File: src/rtl/i2ctrf_pkg.sv
`timescale 1ns / 1ps
`default_nettype none

package i2ctrf_pkg;

	// Command codes carried in the command field of an input beat.
	localparam logic [1:0] CMD_BUS    = 2'd0;
	localparam logic [1:0] CMD_LWRITE = 2'd1;
	localparam logic [1:0] CMD_LREAD  = 2'd2;
	localparam logic [1:0] CMD_UNUSED = 2'd3;

	// Reply codes towards the bus controller.
	localparam logic [1:0] REPLY_NONE = 2'd0;
	localparam logic [1:0] REPLY_ACK  = 2'd1;
	localparam logic [1:0] REPLY_NACK = 2'd2;

	localparam logic [7:0] RESET_BYTE1  = 8'hF1;
	localparam logic [7:0] RESET_BYTE2  = 8'hE2;
	localparam logic [7:0] TX_PAST_END  = 8'hFF;
	localparam logic [7:0] PTR_STEP     = 8'h01;
	localparam logic [7:0] IDX_BYTE1    = 8'd1;
	localparam logic [7:0] IDX_BYTE2    = 8'd2;

	typedef struct packed {
		logic [1:0] command;
		logic       fault;
		logic       address_match;
		logic       byte_received;
		logic       master_acked;
		logic       stop_seen;
		logic [7:0] bus_byte;
		logic [6:0] local_index;
		logic [7:0] local_data;
	} in_item_t;

	typedef struct packed {
		logic [1:0] reply;
		logic       tx_loaded;
		logic [7:0] tx_byte;
		logic       transfer_active;
		logic [7:0] local_read_data;
	} out_item_t;

	// Access request from the control logic to the store.
	typedef struct packed {
		logic       wr_en;
		logic [7:0] wr_addr;
		logic [7:0] wr_data;
		logic       rd_en;
		logic [7:0] rd_addr;
	} store_req_t;

	function automatic logic [7:0] reset_byte(input logic [7:0] idx);
		logic [7:0] val;
		val = 8'h00;
		if (idx == IDX_BYTE1) begin
			val = RESET_BYTE1;
		end else if (idx == IDX_BYTE2) begin
			val = RESET_BYTE2;
		end
		return val;
	endfunction

endpackage

`default_nettype wire

File: src/rtl/i2ctrf_store.sv
`timescale 1ns / 1ps
`default_nettype none

module i2ctrf_store #(
	parameter int STORE_BYTES = 128
) (
	input  wire                      clk,
	input  wire                      arst_n,
	input  wire i2ctrf_pkg::store_req_t req,
	output logic [7:0]               rd_data
);
	import i2ctrf_pkg::*;

	localparam int AW = (STORE_BYTES > 1) ? $clog2(STORE_BYTES) : 1;

	logic [7:0]             mem_q [STORE_BYTES];
	logic [STORE_BYTES-1:0] vld_q;
	logic [7:0]             mem_rd_q;
	logic                   vld_rd_q;
	logic [7:0]             addr_rd_q;

	always_ff @(posedge clk) begin
		if (req.wr_en) begin
			mem_q[req.wr_addr[AW-1:0]] <= req.wr_data;
		end
		if (req.rd_en) begin
			mem_rd_q  <= mem_q[req.rd_addr[AW-1:0]];
			addr_rd_q <= req.rd_addr;
		end
	end

	// An entry that has never been written reads as its reset value.
	always_ff @(posedge clk or negedge arst_n) begin
		if (!arst_n) begin
			vld_q    <= '0;
			vld_rd_q <= 1'b0;
		end else begin
			if (req.wr_en) begin
				vld_q[req.wr_addr[AW-1:0]] <= 1'b1;
			end
			if (req.rd_en) begin
				vld_rd_q <= vld_q[req.rd_addr[AW-1:0]];
			end
		end
	end

	assign rd_data = vld_rd_q ? mem_rd_q : reset_byte(addr_rd_q);

`ifndef SYNTHESIS
	a_no_rw_same_entry: assert property (@(posedge clk) disable iff (!arst_n)
		req.wr_en && req.rd_en |-> req.wr_addr != req.rd_addr)
		else $error("store read and write hit the same entry");
	a_rd_in_range: assert property (@(posedge clk) disable iff (!arst_n)
		req.rd_en |-> req.rd_addr < 8'(STORE_BYTES))
		else $error("store read beyond the end");
	a_wr_in_range: assert property (@(posedge clk) disable iff (!arst_n)
		req.wr_en |-> req.wr_addr < 8'(STORE_BYTES))
		else $error("store write beyond the end");
`endif

endmodule

`default_nettype wire

File: src/rtl/i2c_target_register_file.sv
// A result beat is offered from the result register once its input beat has left
// the first-stage registers; the next input beat is taken only after that, as
// each beat reads the store once and waits for the data of its registered read port.
// A waiting result does not block the next input beat, only the one after.
// Reset is asynchronous and active low: pointer, flags and transmit hold clear,
// and the store reads back zero except for bytes 1 and 2 at once.
`timescale 1ns / 1ps
`default_nettype none

module i2c_target_register_file #(
	parameter int STORE_BYTES = 128
) (
	input  wire                    clk,
	input  wire                    arst_n,
	input  wire                    item_valid,
	output logic                   item_stall,
	input  wire i2ctrf_pkg::in_item_t item,
	output logic                   result_valid,
	input  wire                    result_stall,
	output i2ctrf_pkg::out_item_t  result
);
	import i2ctrf_pkg::*;

	localparam logic [7:0] LIMIT = 8'(STORE_BYTES);

	logic       busy_q;
	logic [7:0] ptr_q;
	logic       pset_q;
	logic       act_q;
	logic [7:0] tx_hold_q;
	logic       result_valid_q;
	out_item_t  result_q;

	logic [1:0] reply_s1;
	logic       loaded_s1;
	logic       load_ok_s1;
	logic       active_s1;
	logic       lread_s1;

	logic       accept;
	logic       fire;
	logic [7:0] ptr_d;
	logic       pset_d;
	logic       act_d;
	logic [1:0] reply_d;
	logic       loaded_d;
	logic       load_ok_d;
	logic       lread_d;
	store_req_t req_d;
	store_req_t req;
	logic [7:0] rd_data;
	logic [7:0] tx_d;

	assign accept = item_valid && !busy_q;
	assign fire   = busy_q && (!result_valid_q || !result_stall);

	always_comb begin
		ptr_d     = ptr_q;
		pset_d    = pset_q;
		act_d     = act_q;
		reply_d   = REPLY_NONE;
		loaded_d  = 1'b0;
		load_ok_d = 1'b0;
		lread_d   = 1'b0;
		req_d     = '0;
		unique case (item.command)
			CMD_BUS: begin
				if (item.fault) begin
					act_d = 1'b0;
				end else begin
					if (item.address_match) begin
						reply_d = REPLY_ACK;
						act_d   = 1'b1;
						if (item.bus_byte[0]) begin
							loaded_d      = 1'b1;
							load_ok_d     = ptr_d < LIMIT;
							req_d.rd_addr = ptr_d;
							if (load_ok_d) begin
								ptr_d = ptr_d + PTR_STEP;
							end
						end else begin
							pset_d = 1'b0;
						end
					end else if (item.byte_received) begin
						if (!pset_d) begin
							if (item.bus_byte < LIMIT) begin
								ptr_d   = item.bus_byte;
								pset_d  = 1'b1;
								reply_d = REPLY_ACK;
							end else begin
								reply_d = REPLY_NACK;
							end
						end else if (ptr_d < LIMIT) begin
							req_d.wr_en   = 1'b1;
							req_d.wr_addr = ptr_d;
							req_d.wr_data = item.bus_byte;
							ptr_d         = ptr_d + PTR_STEP;
							reply_d       = REPLY_ACK;
						end else begin
							reply_d = REPLY_NACK;
						end
					end
					// A second load overrides the one from a read address.
					if (item.master_acked) begin
						loaded_d      = 1'b1;
						load_ok_d     = ptr_d < LIMIT;
						req_d.rd_addr = ptr_d;
						if (load_ok_d) begin
							ptr_d = ptr_d + PTR_STEP;
						end
					end
					if (item.stop_seen) begin
						act_d = 1'b0;
					end
					req_d.rd_en = loaded_d && load_ok_d;
				end
			end
			CMD_LWRITE: begin
				if ({1'b0, item.local_index} < LIMIT) begin
					req_d.wr_en   = 1'b1;
					req_d.wr_addr = {1'b0, item.local_index};
					req_d.wr_data = item.local_data;
				end
			end
			CMD_LREAD: begin
				if ({1'b0, item.local_index} < LIMIT) begin
					req_d.rd_en   = 1'b1;
					req_d.rd_addr = {1'b0, item.local_index};
					lread_d       = 1'b1;
				end
			end
			default: begin
			end
		endcase
	end

	always_comb begin
		req = req_d;
		if (!accept) begin
			req = '0;
		end
	end

	i2ctrf_store #(
		.STORE_BYTES(STORE_BYTES)
	) u_store (
		.clk    (clk),
		.arst_n (arst_n),
		.req    (req),
		.rd_data(rd_data)
	);

	always_comb begin
		tx_d = tx_hold_q;
		if (loaded_s1) begin
			tx_d = load_ok_s1 ? rd_data : TX_PAST_END;
		end
	end

	always_ff @(posedge clk) begin
		if (accept) begin
			reply_s1   <= reply_d;
			loaded_s1  <= loaded_d;
			load_ok_s1 <= load_ok_d;
			active_s1  <= act_d;
			lread_s1   <= lread_d;
		end
		if (fire) begin
			result_q.reply           <= reply_s1;
			result_q.tx_loaded       <= loaded_s1;
			result_q.tx_byte         <= tx_d;
			result_q.transfer_active <= active_s1;
			result_q.local_read_data <= lread_s1 ? rd_data : 8'h00;
		end
	end

	always_ff @(posedge clk or negedge arst_n) begin
		if (!arst_n) begin
			busy_q         <= 1'b0;
			ptr_q          <= 8'h00;
			pset_q         <= 1'b0;
			act_q          <= 1'b0;
			tx_hold_q      <= 8'h00;
			result_valid_q <= 1'b0;
		end else begin
			if (accept) begin
				busy_q <= 1'b1;
				ptr_q  <= ptr_d;
				pset_q <= pset_d;
				act_q  <= act_d;
			end else if (fire) begin
				busy_q <= 1'b0;
			end
			if (fire) begin
				result_valid_q <= 1'b1;
				tx_hold_q      <= tx_d;
			end else if (!result_stall) begin
				result_valid_q <= 1'b0;
			end
		end
	end

	assign item_stall   = busy_q;
	assign result_valid = result_valid_q;
	assign result       = result_q;

`ifndef SYNTHESIS
	a_accept_busy: assert property (@(posedge clk) disable iff (!arst_n)
		accept |=> busy_q && !accept)
		else $error("beat taken while the previous one is still in flight");
	a_ptr_bound: assert property (@(posedge clk) disable iff (!arst_n)
		ptr_q <= LIMIT)
		else $error("byte pointer ran past the end of the store");
	a_past_end_tx: assert property (@(posedge clk) disable iff (!arst_n)
		fire && loaded_s1 && !load_ok_s1 |=> result_q.tx_byte == TX_PAST_END)
		else $error("load past the end did not give the filler byte");
	a_no_store_when_busy: assert property (@(posedge clk) disable iff (!arst_n)
		busy_q |-> !req.wr_en && !req.rd_en)
		else $error("store accessed while a beat is in flight");
`endif

endmodule

`default_nettype wire
File: config.mk
export PLATFORM = sky130hd
export DESIGN_NAME = i2c_target_register_file
export DESIGN_NICKNAME = d
export VERILOG_FILES = /design/src/rtl/i2ctrf_pkg.sv /design/src/rtl/i2ctrf_store.sv /design/src/rtl/i2c_target_register_file.sv
export SDC_FILE = /design/constraint.sdc
export NUM_CORES = 1
export LEC_CHECK = 0
export CELL_PAD_IN_SITES_DETAIL_PLACEMENT = 1
export CELL_PAD_IN_SITES_GLOBAL_PLACEMENT = 2
export CORE_UTILIZATION = 45
export DETAILED_ROUTE_END_ITERATION = 10
export DONT_BUFFER_PORTS = 1
export GPL_TIMING_DRIVEN = 0
export PLACE_DENSITY = 0.69
export SYNTH_ARGS = -nofsm -noshare
export SYNTH_HDL_FRONTEND = slang
export SYNTH_HIERARCHICAL = 1
export SYNTH_SLANG_ARGS = --single-unit
File: constraint.sdc
create_clock -name clk -period 8.34 [get_ports clk]
set_input_delay 0.834 -clock clk [delete_from_list [all_inputs] [get_ports clk]]
set_output_delay 0.834 -clock clk [all_outputs]
set_load 0.005 [all_outputs]
== Word-level counts from Yosys, hierarchy flattened ==
Memory sizes are Yosys's and may differ from the RTL's. A register that Yosys moved wholly into a read port is not among the register bits.
Index checks and enable logic that the tools add are counted.

* $add $sub $neg: 2
* Eq/ne operators: 6
* Bitwise operators: 4
* Reductions and logical operators: 15
* Mux-type cells: 61
* Magnitude comparators: 6

{| class="wikitable"
|+ Operators by type and width
! kind !! count
|-
| 8-bit two-way mux || 18
|-
| 128-bit OR || 1
|-
| 17-bit two-way mux || 4
|-
| 26-bit two-way mux || 2
|-
| 17-bit one-hot mux with 2 select lines || 1
|-
| 1-bit two-way mux || 30
|-
| 8-bit < comparator, second input constant || 3
|-
| 9-bit one-hot mux with 2 select lines || 1
|-
| 8-bit by 1-bit adder with 8-bit output, second input constant || 2
|-
| 7-bit by 8-bit < comparator with 1-bit output, second input constant || 2
|-
| 8-bit by 1-bit equality test with 1-bit output, second input constant || 1
|-
| 8-bit by 2-bit equality test with 1-bit output, second input constant || 1
|-
| 1-bit binary-select mux with 7-bit select || 1
|-
| 1-bit demux with 7-bit select || 1
|-
| 7-bit by 1-bit greater-or-equal comparator with 1-bit output, second input constant || 1
|-
| 2-bit two-way mux || 3
|-
| 5-bit AND reduction || 1
|-
| 1-bit logical AND || 4
|-
| 2-bit nonzero test || 2
|-
| 4-bit OR reduction || 1
|-
| 1-bit zero test || 3
|-
| 1-bit inverter || 3
|-
| 3-bit AND reduction || 1
|-
| 2-bit by 1-bit equality test with 1-bit output, second input constant || 1
|-
| other kinds (6) || 6
|}

* Bits in writable memories: 1024
* Output and inout port bits: 22
* Bits in registers: 183
* Bits of input ports: 34
* Memories kept: 1

{| class="wikitable"
|+ Memory list
! name !! depth !! width !! rd ports !! clocked after memory_dff !! write ports !! line !! source
|-
| u_store.mem_q || 128 || 8 || 1 || 1 || 1 || i2ctrf_store.sv:16 || <nowiki>logic [7:0] mem_q [STORE_BYTES];</nowiki>
|}

== Depth between registers and ports, before layout ==
* Depth in word-level cells: 20
* Gate-level depth with buffers: 21
* Mapped depth without buffers: 15

== Cells and area by module ==
Netlist, hierarchy kept.

{| class="wikitable"
|+ By module, submodules not included
! module !! instances !! sequential area each (µm²) !! area an instance (µm²) !! cells an instance
|-
| i2ctrf_store || 1 || 34458.0 || 45174.6 || 2059
|-
| i2c_target_register_file || 1 || 1281.2 || 2947.8 || 308
|}

== Worst setup path before layout ==
No wires, ideal clock.

* Kind: in2reg
* From: input item[29] in the netlist's numbering
* To: memory u_store.mem_q[0][5], data pin
* Slack: 2.478 ns
* Library setup time: 0.797 ns
* Stages: 5
* Path buffers: 1
* Arrival: 5.066 ns
* Required time: 7.543 ns
* Path through: or3_1 nor3_1 clkbuf_1 a22oi_1 nor2_1

{| class="wikitable"
|+ RTL lines
! what !! line !! source
|-
| start, declared || i2c_target_register_file.sv:17 || <nowiki>input wire i2ctrf_pkg::in_item_t item,</nowiki>
|-
| end, declared || i2ctrf_store.sv:16 ||
|}

==> out/qor.csv <==
metric,value,unit
initial antenna violation count,0,
Final setup viols,0,
Yosys warning count,6,
clock tree buffer depth,3,
H-tree Lvls,4,
skew final,0.02487,ns
total CTS buffers,131,
Fin. Hold Viols,0,
post-route clock period utilization,69.68,%
r2r startpoint,item_stall,
crit-path most repeated cell,clkbuf_1,
fmax,172.1,MHz
Post-Synthesis Cells,2366,
worst reg2reg path depth,12,
Die Footprint,0.1082,mm^2
Power Dens Cells,242.4,mW/mm^2
Pre-antenna DRT Iters,11,
DRC,2,
clock tree sinks,1215,
PnR Total Power,13.25,mW
DR vias,24740,
fin nets,2561,
# hold bufs at CTS,1,
Slew HR,-1.489,%
slowest CP cell,clkbuf_1,
CP Max Fanout,11,
WS Path Type,flip-flop to flip-flop,
"Reg clk slew, reported paths",0.06,ns
RSZ-0062 raised after global routing,false,
Reg2Reg Capture Point,u_store/vld_q[70],
area of the core,0.1057,mm^2
Worst Setup Start Kind,flip-flop,
cts repair resizes,0,
Total Routing Usage GR,25.61,%
Max Cap Violations,1,
Die Span Y,329,um
Initial Util,45.52,%
Via density,6.155,
postcts setup bufs,0,
failing checks,"design-rule violations, max-capacitance violations, max-slew violations",
CTS root buf,clkbuf_16,
Mapped Area,0.04812,mm^2
worst path cell trace,nor2b_1 -> nand2b_1 -> clkbuf_1 -> clkbuf_1 -> nor2_1 -> clkbuf_1 -> nand3b_1 -> inv_1 -> nand2_1 -> clkbuf_1 -> nor2_1 -> or2_2,
Layout area overhead,13.60,%
worst path required time,8.94,ns
gpl congestion,0.8811,
routed len/inst,33.65,um
final wirelength,135.3,mm
TNS Setup,0,ns
Congestion Overflow GR,0,
first-pass GRT wire length,193.0,mm
largest net degree at the start of global routing,150,
Final Slew Violations,11,
status,"complete, but fails checks",
fin crit period,5.812,ns
Hold Path Class,input pin to async pin,
Max VDD drop,0.1703,mV
Critical Path Sink Type,flip-flop,
clk_lat worst skew,0.74,ns
Port-buffer cells,0,
Horiz. Die Dim,329,um
worst-margin pin slew,1.522,ns
vias in the first global route,25810,
TritonCTS clock tree,yes,
CP max stage delay,1.05,ns
Avg Inst Size Synth,20.34,um^2
net count after synthesis,2403,
Core Rows,119,
R2R Setup Slk,2.53,ns
Leakage,16.83,nW
layout cells sized above 1,29.72,%
Worst EP arrival,6.42,ns
Ports,56,
initial DRC count,2628,
Final HPWL DP,92.92,mm
"antenna viol nets, final",0,
placed cells by master (no fill, tap or decap), types with 6 or more instances in the layout:
cell type,instances
mux4_2,346
buf_2,35
nor2_4,8
bufinv_16,9
nand3b_1,11
nand3_1,17
clkinv_1,15
o22a_1,7
nor4_1,12
clkbuf_8,12
buf_12,22
buf_4,7
clkbuf_16,134
mux2i_1,18
a31oi_1,6
buf_1,26
clkinv_2,21
nor2_1,169
nand2_1,52
inv_1,20
o21ai_0,19
buf_6,10
clkbuf_1,78
a22oi_1,21
nor2b_1,8
and2_1,16
a21oi_1,11
nor3_1,10
or2_2,128
mux2_2,13
nand2b_1,9
dfrtp_1,149
edfxtp_1,1066
o22ai_1,37
critical path, delay by kind of cell (launching register included):
family | cells | cell delay (ns)
buffers and inverters | 5 | 2.25
AND/OR/NAND/NOR | 7 | 2.98
flip-flops | 1 | 0.43
worst max-delay path by stage:
stage / end / slack [ns] / start
floorplan: u_store/mem_q[0][5] / 2.48 / item[29]
global placement: u_store/mem_q[70][1] / -1.80 / item_valid
detailed placement: u_store/vld_q[70] / 2.16 / item_valid
CTS: u_store/vld_q[70] / 2.51 / item_stall
global route: u_store/mem_q[68][6] / 2.28 / item_stall
finish: u_store/vld_q[70] / 2.53 / item_stall
per-layer routing:
layer	routed length, um	up-vias	GRT usage [%]
li1	-	9981	-
met1	58270	13690	36.60
met2	64520	872	40.38
met3	8447	199	4.366
met4	4041	0	8.251
met5	0	-	0
through the flow:
step                instance area [um^2]  cells  util [%]  hold WS (ns)  setup slack (ns)
floorplan                          48120   2366         -        0.4003             2.478
global placement                   49860   3757     47.16        0.4155            -1.802
detailed placement                 50400   3781     47.68        0.4253             2.164
CTS                                54660   4019     51.71        0.1188             2.515
global route                       54660   4019     51.71        0.1099             2.277
finish                             54660   4020     51.71       0.06204             2.528
where the power goes:
part | switching (mW) | leakage, nW | internal (mW)
sequential | 0.0691 | 10.8 | 6.70
combinational | 0.495 | 3.97 | 0.282
clock | 2.36 | 2.07 | 3.35
flip-flops by register name (all words and copies together) (netlist names), 2 cells and up:
signal	count
reply_s1	2
result	20
tx_hold_q	8
u_store/mem_rd_q	8
u_store/vld_q	128
ptr_q	8
u_store/addr_rd_q	8
u_store/mem_q	1024
final cells by class:
cell class                 instances  area [um^2]
antenna                            1        2.502
buffer                           123        609.3
clock buffer                     181         3650
clock inverter                    56        578.1
fill                            9417        51050
inverter                          21        78.83
multi-input combinational       1007        11760
sequential                      1215        35740
tap                             1391         1740
timing repair buffer              25        510.5
No activity file was read; power rests on OpenSTA's default activity.
